### src/stlc_pkg.sv
// stlc_pkg: shared types, constants and the microcode program of the lunar date converter
// depends on nothing; used by stlc_seq, stlc_dp and solar_to_lunar_date_convert
`default_nettype none

package stlc_pkg;

  localparam int unsigned InW   = 64;
  localparam int unsigned OutW  = 24;
  localparam int unsigned StepW = 4;

  localparam logic [4:0] ShortMonth = 5'h1d;
  localparam logic [4:0] LongMonth  = 5'h1e;
  localparam logic [6:0] LastYear   = 7'h63;
  localparam logic [3:0] LastMonth  = 4'd12;
  localparam logic [3:0] LastSlot   = 4'd13;

  typedef enum logic [3:0] {
    OP_NOP,
    OP_LATCH,
    OP_PREP,
    OP_FWD_INIT,
    OP_FWD_MONTH,
    OP_FWD_DAY,
    OP_BWD_INIT,
    OP_BWD_MONTH,
    OP_BWD_DAY,
    OP_EMIT
  } op_e;

  typedef enum logic [2:0] {
    COND_ALWAYS,
    COND_IN_VALID,
    COND_AFTER_FEST,
    COND_FWD_FIT,
    COND_BWD_FIT,
    COND_OUT_FREE
  } cond_e;

  typedef enum logic [1:0] {
    EXEC_ALWAYS,
    EXEC_TRUE,
    EXEC_FALSE
  } exec_e;

  localparam logic [StepW-1:0] StepIdle    = 4'd0;
  localparam logic [StepW-1:0] StepPrep    = 4'd1;
  localparam logic [StepW-1:0] StepSplit   = 4'd2;
  localparam logic [StepW-1:0] StepFwdInit = 4'd3;
  localparam logic [StepW-1:0] StepFwdWalk = 4'd4;
  localparam logic [StepW-1:0] StepFwdEnd  = 4'd5;
  localparam logic [StepW-1:0] StepBwdInit = 4'd6;
  localparam logic [StepW-1:0] StepBwdWalk = 4'd7;
  localparam logic [StepW-1:0] StepBwdEnd  = 4'd8;
  localparam logic [StepW-1:0] StepEmit    = 4'd9;

  typedef struct packed {
    op_e              op;
    cond_e            cond;
    exec_e            on;
    logic [StepW-1:0] jt;
    logic [StepW-1:0] jf;
  } ucode_t;

  typedef struct packed {
    op_e  op;
    logic exec;
  } ctrl_t;

  typedef struct packed {
    logic after_fest;
    logic fwd_fit;
    logic bwd_fit;
  } status_t;

  typedef struct packed {
    logic       wrap;
    logic [4:0] day;
    logic [3:0] month;
    logic [6:0] year;
  } res_t;

  // program store
  function automatic ucode_t ucode_rom(input logic [StepW-1:0] pc);
    ucode_t w;
    unique case (pc)
      StepIdle:    w = '{OP_LATCH,     COND_IN_VALID,   EXEC_TRUE,   StepPrep,    StepIdle};
      StepPrep:    w = '{OP_PREP,      COND_ALWAYS,     EXEC_ALWAYS, StepSplit,   StepSplit};
      StepSplit:   w = '{OP_NOP,       COND_AFTER_FEST, EXEC_ALWAYS, StepFwdInit, StepBwdInit};
      StepFwdInit: w = '{OP_FWD_INIT,  COND_ALWAYS,     EXEC_ALWAYS, StepFwdWalk, StepFwdWalk};
      StepFwdWalk: w = '{OP_FWD_MONTH, COND_FWD_FIT,    EXEC_FALSE,  StepFwdEnd,  StepFwdWalk};
      StepFwdEnd:  w = '{OP_FWD_DAY,   COND_ALWAYS,     EXEC_ALWAYS, StepEmit,    StepEmit};
      StepBwdInit: w = '{OP_BWD_INIT,  COND_ALWAYS,     EXEC_ALWAYS, StepBwdWalk, StepBwdWalk};
      StepBwdWalk: w = '{OP_BWD_MONTH, COND_BWD_FIT,    EXEC_FALSE,  StepBwdEnd,  StepBwdWalk};
      StepBwdEnd:  w = '{OP_BWD_DAY,   COND_ALWAYS,     EXEC_ALWAYS, StepEmit,    StepEmit};
      StepEmit:    w = '{OP_EMIT,      COND_OUT_FREE,   EXEC_TRUE,   StepIdle,    StepEmit};
      default:     w = '{OP_NOP,       COND_ALWAYS,     EXEC_ALWAYS, StepIdle,    StepIdle};
    endcase
    return w;
  endfunction

  // day-of-year offset of the first of each month, non-leap
  function automatic logic [8:0] month_start(input logic [3:0] idx);
    logic [8:0] v;
    unique case (idx)
      4'd0:    v = 9'h000;
      4'd1:    v = 9'h01f;
      4'd2:    v = 9'h03b;
      4'd3:    v = 9'h05a;
      4'd4:    v = 9'h078;
      4'd5:    v = 9'h097;
      4'd6:    v = 9'h0b5;
      4'd7:    v = 9'h0d4;
      4'd8:    v = 9'h0f3;
      4'd9:    v = 9'h111;
      4'd10:   v = 9'h130;
      4'd11:   v = 9'h14e;
      default: v = 9'h000;
    endcase
    return v;
  endfunction

endpackage

`default_nettype wire

### src/stlc_seq.sv
// stlc_seq: step counter and microcode store, evaluates jump conditions
// depends on stlc_pkg
`default_nettype none

module stlc_seq (
  input  wire logic             clk_i,
  input  wire logic             rst_ni,
  input  wire logic             in_valid_i,
  input  wire logic             out_free_i,
  input  wire stlc_pkg::status_t status_i,
  output logic                  in_ready_o,
  output stlc_pkg::ctrl_t       ctrl_o
);

  logic [stlc_pkg::StepW-1:0] pc_q, pc_d;
  stlc_pkg::ucode_t           uw;
  logic                       cond_ok;

  assign uw = stlc_pkg::ucode_rom(pc_q);

  always_comb begin
    case (uw.cond)
      stlc_pkg::COND_ALWAYS:     cond_ok = 1'b1;
      stlc_pkg::COND_IN_VALID:   cond_ok = in_valid_i;
      stlc_pkg::COND_AFTER_FEST: cond_ok = status_i.after_fest;
      stlc_pkg::COND_FWD_FIT:    cond_ok = status_i.fwd_fit;
      stlc_pkg::COND_BWD_FIT:    cond_ok = status_i.bwd_fit;
      stlc_pkg::COND_OUT_FREE:   cond_ok = out_free_i;
      default:                   cond_ok = 1'b1;
    endcase
  end

  always_comb begin
    ctrl_o.op = uw.op;
    case (uw.on)
      stlc_pkg::EXEC_TRUE:  ctrl_o.exec = cond_ok;
      stlc_pkg::EXEC_FALSE: ctrl_o.exec = !cond_ok;
      default:              ctrl_o.exec = 1'b1;
    endcase
    pc_d = cond_ok ? uw.jt : uw.jf;
  end

  assign in_ready_o = (pc_q == stlc_pkg::StepIdle);

  always_ff @(posedge clk_i or negedge rst_ni) begin
    if (!rst_ni) begin
      pc_q <= stlc_pkg::StepIdle;
    end else begin
      pc_q <= pc_d;
    end
  end

endmodule

`default_nettype wire

### src/stlc_dp.sv
// stlc_dp: datapath of the converter, day-of-year count and lunar month walk
// depends on stlc_pkg; driven by stlc_seq
`default_nettype none

module stlc_dp (
  input  wire logic                     clk_i,
  input  wire stlc_pkg::ctrl_t          ctrl_i,
  input  wire logic [stlc_pkg::InW-1:0] in_data_i,
  output stlc_pkg::status_t             status_o,
  output stlc_pkg::res_t                res_o
);

  logic [6:0]  year_q;
  logic [3:0]  month_q;
  logic [4:0]  day_q;
  logic [23:0] cur_q;
  logic [16:0] prev_q;
  logic [8:0]  doy_q;
  logic [5:0]  fest_q;
  logic [3:0]  lmon_q;
  logic [3:0]  slot_q;
  logic        second_q;
  logic [3:0]  leap_q;
  logic [12:0] sizes_q;
  logic [4:0]  lday_q;
  logic        wrap_q;

  logic [6:0]  in_year;
  logic [3:0]  in_month;
  logic [4:0]  in_day;
  logic [3:0]  mon_c;
  logic [4:0]  day_c;
  logic [8:0]  doy_calc;
  logic [5:0]  fest_calc;
  logic [3:0]  size_idx;
  logic        slot_ok;
  logic [4:0]  len;
  logic        fwd_second;
  logic [3:0]  fwd_lmon;
  logic [3:0]  bwd_lmon;
  logic        bwd_second;

  assign in_year  = in_data_i[6:0];
  assign in_month = in_data_i[10:7];
  assign in_day   = in_data_i[15:11];

  assign mon_c = (in_month == 4'd0) ? 4'd1 :
                 (in_month > stlc_pkg::LastMonth) ? stlc_pkg::LastMonth : in_month;
  assign day_c = (in_day == 5'd0) ? 5'd1 : in_day;

  // day offset from january 1, feb 29 counted when year mod 4 is zero
  assign doy_calc = stlc_pkg::month_start(month_q - 4'd1) + {4'd0, day_q} - 9'd1
                  + {8'd0, (month_q > 4'd2) && (year_q[1:0] == 2'd0)};

  // festival offset from january 1
  always_comb begin
    if (cur_q[6:5] == 2'd1) begin
      fest_calc = (cur_q[4:0] != 5'd0) ? {1'b0, cur_q[4:0] - 5'd1} : 6'd0;
    end else begin
      fest_calc = {1'b0, cur_q[4:0]} + 6'd30;
    end
  end

  assign size_idx = stlc_pkg::LastSlot - slot_q;
  assign slot_ok  = (slot_q != 4'd0) && (slot_q <= stlc_pkg::LastSlot);
  assign len      = (slot_ok && sizes_q[size_idx]) ? stlc_pkg::LongMonth
                                                    : stlc_pkg::ShortMonth;

  always_comb begin
    if (lmon_q == leap_q) begin
      fwd_second = !second_q;
      fwd_lmon   = fwd_second ? lmon_q : lmon_q + 4'd1;
    end else begin
      fwd_second = second_q;
      fwd_lmon   = lmon_q + 4'd1;
    end
    bwd_lmon   = second_q ? lmon_q : lmon_q - 4'd1;
    bwd_second = (bwd_lmon == leap_q) ? !second_q : second_q;
  end

  assign status_o.after_fest = doy_q >= {3'd0, fest_q};
  assign status_o.fwd_fit    = doy_q < {4'd0, len};
  assign status_o.bwd_fit    = doy_q <= {4'd0, len};

  always_ff @(posedge clk_i) begin
    if (ctrl_i.exec) begin
      unique case (ctrl_i.op)
        stlc_pkg::OP_LATCH: begin
          year_q  <= in_year;
          month_q <= mon_c;
          day_q   <= day_c;
          cur_q   <= in_data_i[39:16];
          prev_q  <= in_data_i[63:47];
        end
        stlc_pkg::OP_PREP: begin
          doy_q  <= doy_calc;
          fest_q <= fest_calc;
        end
        stlc_pkg::OP_FWD_INIT: begin
          doy_q    <= doy_q - {3'd0, fest_q};
          lmon_q   <= 4'd1;
          slot_q   <= 4'd1;
          second_q <= 1'b0;
          leap_q   <= cur_q[23:20];
          sizes_q  <= cur_q[19:7];
          wrap_q   <= 1'b0;
        end
        stlc_pkg::OP_FWD_MONTH: begin
          doy_q    <= doy_q - {4'd0, len};
          slot_q   <= slot_q + 4'd1;
          lmon_q   <= fwd_lmon;
          second_q <= fwd_second;
        end
        stlc_pkg::OP_FWD_DAY: begin
          lday_q <= doy_q[4:0] + 5'd1;
        end
        stlc_pkg::OP_BWD_INIT: begin
          doy_q    <= {3'd0, fest_q} - doy_q;
          year_q   <= (year_q == 7'd0) ? stlc_pkg::LastYear : year_q - 7'd1;
          wrap_q   <= (year_q == 7'd0);
          lmon_q   <= stlc_pkg::LastMonth;
          slot_q   <= (prev_q[16:13] == 4'd0) ? stlc_pkg::LastMonth : stlc_pkg::LastSlot;
          second_q <= 1'b0;
          leap_q   <= prev_q[16:13];
          sizes_q  <= prev_q[12:0];
        end
        stlc_pkg::OP_BWD_MONTH: begin
          doy_q    <= doy_q - {4'd0, len};
          slot_q   <= slot_q - 4'd1;
          lmon_q   <= bwd_lmon;
          second_q <= bwd_second;
        end
        stlc_pkg::OP_BWD_DAY: begin
          lday_q <= len - doy_q[4:0] + 5'd1;
        end
        default: begin
        end
      endcase
    end
  end

  assign res_o.year  = year_q;
  assign res_o.month = lmon_q;
  assign res_o.day   = lday_q;
  assign res_o.wrap  = wrap_q;

endmodule

`default_nettype wire

### src/solar_to_lunar_date_convert.sv
// solar_to_lunar_date_convert: top level, stream ports and result register
// depends on stlc_pkg, stlc_seq and stlc_dp
//
// channel  dir  fields (tdata, lowest bit first)
// s_axis   in   solar_year[6:0] solar_month[10:7] solar_day[15:11]
//               this_year_info[39:16] prior_year_info[63:40]
// m_axis   out  lunar_year[6:0] lunar_month[10:7] lunar_day[15:11]
//               century_wrap[16] zeros[23:17]
//
// a transaction runs through the steps idle, prep, split, walk init, month walk, walk end and emit;
// the month walk in the datapath takes one lunar month per microcode step
// one date is in work at a time; s_axis_tready_o is high only while the sequencer waits
// a result sits in the output register, so the next date is taken while it waits
// reset clears the step counter and the output valid flag
`default_nettype none

module solar_to_lunar_date_convert (
  input  wire logic                      clk_i,
  input  wire logic                      rst_ni,
  input  wire logic                      s_axis_tvalid_i,
  output logic                           s_axis_tready_o,
  input  wire logic [stlc_pkg::InW-1:0]  s_axis_tdata_i,  // year, month, day, this info, prior info
  output logic                           m_axis_tvalid_o,
  input  wire logic                      m_axis_tready_i,
  output logic [stlc_pkg::OutW-1:0]      m_axis_tdata_o   // year, month, day, wrap, zero pad
);

  stlc_pkg::ctrl_t   ctrl;
  stlc_pkg::status_t status;
  stlc_pkg::res_t    res;
  stlc_pkg::res_t    res_q;
  logic              out_valid_q;
  logic              out_free;
  logic              emit;

  assign out_free = !out_valid_q || m_axis_tready_i;
  assign emit     = ctrl.exec && (ctrl.op == stlc_pkg::OP_EMIT);

  stlc_seq u_seq (
    .clk_i      (clk_i),
    .rst_ni     (rst_ni),
    .in_valid_i (s_axis_tvalid_i),
    .out_free_i (out_free),
    .status_i   (status),
    .in_ready_o (s_axis_tready_o),
    .ctrl_o     (ctrl)
  );

  stlc_dp u_dp (
    .clk_i     (clk_i),
    .ctrl_i    (ctrl),
    .in_data_i (s_axis_tdata_i),
    .status_o  (status),
    .res_o     (res)
  );

  always_ff @(posedge clk_i or negedge rst_ni) begin
    if (!rst_ni) begin
      out_valid_q <= 1'b0;
    end else if (emit) begin
      out_valid_q <= 1'b1;
    end else if (m_axis_tready_i) begin
      out_valid_q <= 1'b0;
    end
  end

  always_ff @(posedge clk_i) begin
    if (emit) begin
      res_q <= res;
    end
  end

  assign m_axis_tvalid_o = out_valid_q;
  assign m_axis_tdata_o  = {7'd0, res_q};

endmodule

`default_nettype wire

### config.mk
export PLATFORM = sky130hd
export DESIGN_NAME = solar_to_lunar_date_convert
export DESIGN_NICKNAME = d
export VERILOG_FILES = /design/src/stlc_pkg.sv /design/src/stlc_seq.sv /design/src/stlc_dp.sv /design/src/solar_to_lunar_date_convert.sv
export SDC_FILE = /design/constraint.sdc
export NUM_CORES = 1
export LEC_CHECK = 0
export ABC_CLOCK_PERIOD_IN_PS = 7950
export BUFFER_PORTS_ARGS = -buffer_cell sky130_fd_sc_hd__clkbuf_2
export CORE_UTILIZATION = 59
export DETAILED_ROUTE_END_ITERATION = 12
export PLACE_DENSITY = 0.81
export SYNTH_ARGS = -nofsm -noshare
export SYNTH_HDL_FRONTEND = slang
export SYNTH_SLANG_ARGS = --single-unit
### constraint.sdc
create_clock -name clk_i -period 7.95 [get_ports clk_i]
set_clock_uncertainty 0.2 [all_clocks]
set_input_delay 1.1925 -clock clk_i [delete_from_list [all_inputs] [get_ports clk_i]]
set_output_delay 1.1925 -clock clk_i [all_outputs]
set_load 0.02 [all_outputs]
=== Word level (Yosys, flattened, before mapping) ===
Memories as Yosys holds them, arrays and structs flattened.
Cells that the tools add are included.

* Add/sub/neg operators: 18
* Multipliers: 0
* Divide/modulo/power cells: 0
* $lt $le $gt $ge: 7
* Equal/unequal tests: 22
* Shift operators: 0
* Mux-type cells: 27
* Bitwise operators: 0
* Reduce and logical (&&, ||, !) cells: 35

{| class="wikitable"
|+ Operators with widths
! kind !! number
|-
| $pmux W9 S4 || 1
|-
| $pmux W4 S4 || 2
|-
| $pmux W13 S2 || 1
|-
| $mux W4 || 5
|-
| $eq A4 B3 Y1 const B || 4
|-
| $pmux W7 S2 || 1
|-
| $reduce_and A2 Y1 || 7
|-
| $logic_not A4 Y1 || 3
|-
| $reduce_bool A4 Y1 || 3
|-
| $sub A4 B1 Y4 const B || 3
|-
| $add A5 B1 Y5 const B || 2
|-
| $pmux W5 S2 || 1
|-
| $add A9 B1 Y9 || 1
|-
| $add A9 B5 Y9 || 1
|-
| $ge A9 B6 Y1 || 1
|-
| $le A9 B5 Y1 || 1
|-
| $lt A9 B5 Y1 || 1
|-
| $sub A6 B9 Y9 || 1
|-
| $sub A9 B1 Y9 const B || 1
|-
| $sub A9 B5 Y9 || 1
|-
| $sub A9 B6 Y9 || 1
|-
| $add A4 B1 Y4 const B || 2
|-
| $eq A4 B2 Y1 const B || 2
|-
| $eq A4 B4 Y1 || 2
|-
| other kinds (40) || 61
|}

* Bits in registers: 126
* Latch bits: 0
* Memory bits (writable): 0
* Memory bits (read-only): 416
* Bits of input ports: 68
* Output and inout port bits: 26
* Logic and storage cells: 132
* Memories: 2

{| class="wikitable"
|+ Memory list
! name !! words !! width !! read ports !! clocked after memory_dff !! write ports !! RTL line !! source
|-
| (name not given) || 16 || 17 || 1 || 0 || 0 || stlc_pkg.sv:85 || <nowiki>unique case (pc)</nowiki>
|-
| (name not given) || 16 || 9 || 1 || 0 || 0 || stlc_pkg.sv:104 || <nowiki>unique case (idx)</nowiki>
|}

=== Longest topological paths before layout ===
* Word-level depth: 11
* Mapped depth: 16
* Depth with buffers taken out: 16

=== Cells and area by module ===
Synthesis repeated with hierarchy kept, for this count alone.

* Cell total of the unflattened synthesis: 728
* Area total of the unflattened synthesis: 7,805.0 sq um

{| class="wikitable"
|+ By module, submodules not included
! module !! instances !! cells each !! area an instance (sq um) !! sequential area each (sq um)
|-
| stlc_dp || 1 || 630 || 6,592.6 || 3,123.0
|-
| solar_to_lunar_date_convert || 1 || 31 || 633.1 || 535.5
|-
| stlc_seq || 1 || 67 || 579.3 || 100.1
|}

=== Worst setup path after synthesis ===
OpenSTA, ideal clock, no wires.

* Path type: reg-to-reg
* Start point: register u_dp.slot_q[0]
* End point: register u_dp.cur_q[0] (enable)
* Setup time: 474 ps
* Arrival time: 5,398 ps
* Data required time: 7,276 ps
* Path slack: 1,878 ps
* Stages on the path, launching flop included: 13
* Buffers on the path: 1
* Clock period less this slack: 6,072 ps
* Path through: edfxtp_1 > clkbuf_1 > mux4_2 > a211oi_1 > a31oi_1 > o211ai_1 > ha_1 > nor2b_1 > o211ai_1 > nor2_1 > o21ai_1 > o21ai_2 > a21oi_1

* Word-level cells in the longest chain between the ends: 10
* Elaborated cells between the ends (all ways): 14
* Those cells by class: add/sub: 1; order compare: 3; mux: 5; reduce/logical: 5

{| class="wikitable"
|+ RTL lines
! what !! RTL line !! source
|-
| start, declared || stlc_dp.sv:21 || <nowiki>logic [3:0] slot_q;</nowiki>
|-
| start signal, assigned || stlc_dp.sv:110 || <nowiki>slot_q <= slot_q + 4'd1;</nowiki>
|-
| start signal, assigned || stlc_dp.sv:122 || <nowiki>slot_q <= (prev_q[16:13] == 4'd0) ? stlc_pkg::LastMonth : stlc_pkg::LastSlot;</nowiki>
|-
| start signal, assigned || stlc_dp.sv:129 || <nowiki>slot_q <= slot_q - 4'd1;</nowiki>
|-
| $sub A4 B4 Y4 || stlc_dp.sv:64 || <nowiki>assign size_idx = stlc_pkg::LastSlot - slot_q;</nowiki>
|-
| $bmux W1 S4 || stlc_dp.sv:66 || <nowiki>assign len = (slot_ok && sizes_q[size_idx]) ? stlc_pkg::LongMonth</nowiki>
|-
| $mux W1 (not written as such) || stlc_dp.sv:66 ||
|-
| $logic_and A1 B1 Y1 (*) || stlc_dp.sv:66 ||
|-
| $mux W2 (*) || stlc_dp.sv:66 ||
|-
| $le A9 B5 Y1 / $lt A9 B5 Y1 (equally long branches) || stlc_dp.sv:83, stlc_dp.sv:82 ||
|-
| $pmux W1 S5 (*) || stlc_seq.sv:22 || <nowiki>case (uw.cond)</nowiki>
|-
| $logic_not A1 Y1 || stlc_seq.sv:37 || <nowiki>stlc_pkg::EXEC_FALSE: ctrl_o.exec = !cond_ok;</nowiki>
|-
| $pmux W1 S2 (*) || stlc_seq.sv:35 || <nowiki>case (uw.on)</nowiki>
|-
| $reduce_and A2 Y1 (no line) (*) || -- ||
|-
| end signal, assigned || stlc_dp.sv:92 || <nowiki>cur_q <= in_data_i[39:16];</nowiki>
|-
| end, declared || stlc_dp.sv:16 || <nowiki>logic [23:0] cur_q;</nowiki>
|}

Every way passes the cells marked *; elsewhere a longest branch is shown, timed or not. The select of a mux whose other input is x is not followed.
A chain may end at the register's enable or synchronous reset.

=== Final worst setup path ===
* Start point: register u_dp.slot_q[1]
* End point: register res_q (netlist bit m_axis_tdata_o[12]) (enable)

* Word-level cells in the longest chain between the ends: 10
* Elaborated cells between the ends (all ways): 14
* Those cells by class: add/sub: 1; order compare: 3; mux: 5; reduce/logical: 5

{| class="wikitable"
|+ RTL lines
! what !! RTL line !! source
|-
| $sub A4 B4 Y4 || stlc_dp.sv:64 ||
|-
| $bmux W1 S4 || stlc_dp.sv:66 ||
|-
| $mux W1 (not written as such) || stlc_dp.sv:66 ||
|-
| $logic_and A1 B1 Y1 (*) || stlc_dp.sv:66 ||
|-
| $mux W2 (*) || stlc_dp.sv:66 ||
|-
| $le A9 B5 Y1 / $lt A9 B5 Y1 (equally long branches) || stlc_dp.sv:83, stlc_dp.sv:82 ||
|-
| $pmux W1 S5 (*) || stlc_seq.sv:22 ||
|-
| $logic_not A1 Y1 || stlc_seq.sv:37 ||
|-
| $pmux W1 S2 (*) || stlc_seq.sv:35 ||
|-
| $logic_and A1 B1 Y1 (*) || solar_to_lunar_date_convert.sv:37 || <nowiki>assign emit = ctrl.exec && (ctrl.op == stlc_pkg::OP_EMIT);</nowiki>
|-
| via emit || solar_to_lunar_date_convert.sv:34 || <nowiki>logic emit;</nowiki>
|-
| end signal, assigned || solar_to_lunar_date_convert.sv:69 || <nowiki>res_q <= res;</nowiki>
|-
| end, declared || solar_to_lunar_date_convert.sv:31 || <nowiki>stlc_pkg::res_t res_q;</nowiki>
|}

The timed path passes the listed nets; every way through them passes the cells marked *. The select of a mux whose other input is x is not followed.

==> impl_metrics.tcl <==
set metrics [dict create \
    clockPowerShare_pct 18.1 \
    power.density_nw_per_um2 523 \
    grt_use_total_pct 25.5 \
    synth_ff_type "edfxtp_1" \
    grt_overflow 0 \
    antenna_found_initial 0 \
    first_pass_iters 5 \
    drt_iter0_markers 397 \
    grt_setup_unrepaired "no" \
    end_kind "register" \
    path_max_fanout 17 \
    final_cell_mix "edfxtp_1, nand2_1, clkbuf_2" \
    top_layer_used "met4" \
    cp.required_ns 7.79 \
    synth-edff-count 121 \
    synth_seq_cells 126 \
    setup_viol 0 \
    cts_buffers 17 \
    die_x_um 116 \
    grt_max_degree 51 \
    cts_hold_buf 0 \
    fin_crit_ns 4.98 \
    dp_hpwl_um 11100 \
    cap_violations 0 \
    setup_tns_ns 0 \
    clk_pin_slew_worst_paths_ns 0.06 \
    cp-start-kind "register" \
    internal_power_uw 2630 \
    wl_met1_um 6550 \
    cts_resized 0 \
    syn-cell-area_um2 7660 \
    p_leak_uw 0.00365 \
    cts.path.max_buffers 2 \
    final_common_cell "edfxtp_1" \
    design_area_um2 8790 \
    p_seq_share_pct 30.7 \
    cts-root-buf "clkbuf_16" \
    status "finished clean" \
    wl_um 16000 \
    cts_tree "built" \
    drive_gt1_share_pct 16.8 \
    io_pins 94 \
    netlist-cell-type-count 65 \
    drc 0 \
    gp_congestion 0.926 \
    ant_nets 0 \
    nets 934 \
    htree_levels 4 \
    slew_viol_final 0 \
    diodes 0 \
    crit_arrival_ns 4.82 \
    start_util_pct 60.7 \
    hold_path_class "register to register" \
    wl_met3_um 1090 \
    portBuffers 79 \
    fmax_mhz 201 \
    grt_pass1_wl_um 25800 \
    core_region_area_um2 12600 \
    yosysWarnings 0 \
    clock_latency_ns 0.43 \
    post_dp_cell_area_um2 8150 \
    area_growth_pct 14.8 \
    grt_pass1_vias 5577 \
    slew_headroom_pct 27.6 \
    critPathKind "register to register" \
    timing.final.crit_share_pct 62.6 \
    postCtsSetupBuffers 0 \
    tightest_slew_ns 1.09 \
    multi_input_area_um2 3530 \
    die_area_um2 13400 \
    wire_per_inst_um 16.2 \
    n_fill_cell 910 \
    dieHeight_um 116 \
    vias 5751 \
    p_comb_share_pct 51.2 \
    via_per_inst 5.83 \
    wl_met2_um 7900 \
    std_cell_rows 41 \
    syn_avg_cell_area_um2 10.5 \
    async_reset_ff_share_pct 3.97 \
    vdd_drop_max_v 0.000222 \
    regArea_um2 3760 \
    netSwitchingFraction_pct 42.9 \
    cts.sinks 126 \
    synth-seq-area-share_pct 49.1 \
    synthCells 731 \
    power.switching_uw 1970 \
    hold_viol_final 0 \
]
## layout make-up
type / count / area share, %
sequential: 126 / 42.8
tap: 172 / 2.45
clock inverter: 14 / 2.35
multi-input combinational: 514 / 40.1
timing repair buffer: 83 / 4.84
clock buffer: 17 / 4.84
inverter: 61 / 2.61
## cells in the mapped netlist (all sizes together), types with 4 or more instances
master  number  area, um^2
a21o        13         105
nor2b        9        56.3
a221oi       4        35.0
nand2b       8        50.1
or2          6        40.0
xor2        14         123
mux2i        8        80.1
o21ai       28         144
fa           6         120
a211oi       8        60.1
buf         18         119
a221o        4        40.0
dfrtp        5         125
ha          57         713
o22ai        4        25.0
clkbuf      18        67.6
nor4         7        43.8
edfxtp     121        3630
o221ai       6        52.6
a22oi        6        45.0
nand3b       4        30.0
nor3        18         110
o31ai       10        75.1
xnor2       20         175
nand2      100         375
a31oi       10        77.6
and2         5        31.3
a21oi       49         249
inv         61         229
nand3       12        60.1
nor2        54         203
o211ai       6        45.0
## path summary, 6_finish.rpt
| check | start | to | slack, ns | cells after the start |
|---|---|---|---|---|
| min in group asynchronous | rst_ni | u_seq.pc_q[1]$_DFFE_PN0P_ | 0.36 | 1 |
| hold / removal | u_dp.lday_q[3]$_DFFE_PP_ | m_axis_tdata_o[14]$_DFFE_PP_ | 0.22 | 0 |
| hold reg to reg | u_dp.lday_q[3]$_DFFE_PP_ | m_axis_tdata_o[14]$_DFFE_PP_ | 0.22 | 0 |
| setup / recovery | u_dp.slot_q[1]$_SDFFCE_PP0P_ | m_axis_tdata_o[12]$_DFFE_PP_ | 2.97 | 13 |
| max in group asynchronous | rst_ni | u_seq.pc_q[3]$_DFF_PN0_ | 7.05 | 1 |
| setup reg to reg | u_dp.slot_q[1]$_SDFFCE_PP0P_ | m_axis_tdata_o[12]$_DFFE_PP_ | 2.97 | 13 |
## registers in the layout, summed over array words and instances (netlist names), 5 cells and up
| signal | flops |
|---|---|
| u_dp.doy_q | 9 |
| u_dp.year_q | 7 |
| u_dp.sizes_q | 13 |
| u_dp.prev_q | 17 |
| u_dp.lday_q | 5 |
| u_dp.fest_q | 6 |
| m_axis_tdata_o | 17 |
| u_dp.day_q | 5 |
| u_dp.cur_q | 24 |
## power groups by stage
| stage | combinational [uW] | sequential (uW) | clock, uW |
|---|---|---|---|
| detailed placement | 2300 | 1410 | 0 |
| CTS | 2340 | 1400 | 840 |
| global route | 2630 | 1440 | 868 |
| finish | 2350 | 1410 | 834 |
| global placement | 2210 | 1390 | 0 |
| floorplan | 1850 | 1310 | 0 |
## worst max-delay path: stages, from the launching register on
cell	delay (ns)
edfxtp_1	0.59
inv_1	0.12
ha_1	0.34
and4_1	0.20
a211oi_1	0.20
a31oi_1	0.07
o211ai_1	0.29
ha_1	0.38
nor2b_1	0.16
o211ai_1	0.40
nor2_1	0.14
o21ai_1	0.36
o21ai_2	0.24
a21oi_2	0.90
## kinds of logic (layout without fill, tap and decap cells)
kind of cell	after synthesis	in the layout	synth area share (%)
adder cells (fa/ha/maj)	63	63	10.9
buffers and inverters	97	175	5.43
AND/OR/NAND/NOR	235	235	14.3
AO/OA/AOI/OAI	161	161	14.0
other	1	7	0.0490
multiplexers	14	14	2.37
flip-flops	126	126	49.1
XOR/XNOR	34	34	3.89
## per-stage QoR
stage	power [uW]	util, %	cells	worst slack (ns)	hold slack [ns]
global placement	3600	64.6	956	3.14	0.201
floorplan	3160	-	737	1.88	0.200
detailed placement	3720	64.6	956	2.95	0.207
finish	4600	69.6	987	2.97	0.218
CTS	4590	69.6	987	2.94	0.220
global route	4940	69.6	987	2.54	0.226
## per-layer routing
layer | GRT usage [%] | vias to the layer above
met5 | 0 | -
met4 | 12.6 | 0
met3 | 5.60 | 40
met2 | 43.4 | 255
met1 | 30.7 | 2681
li1 | - | 2775
No activity file was read; power rests on OpenSTA's default activity.
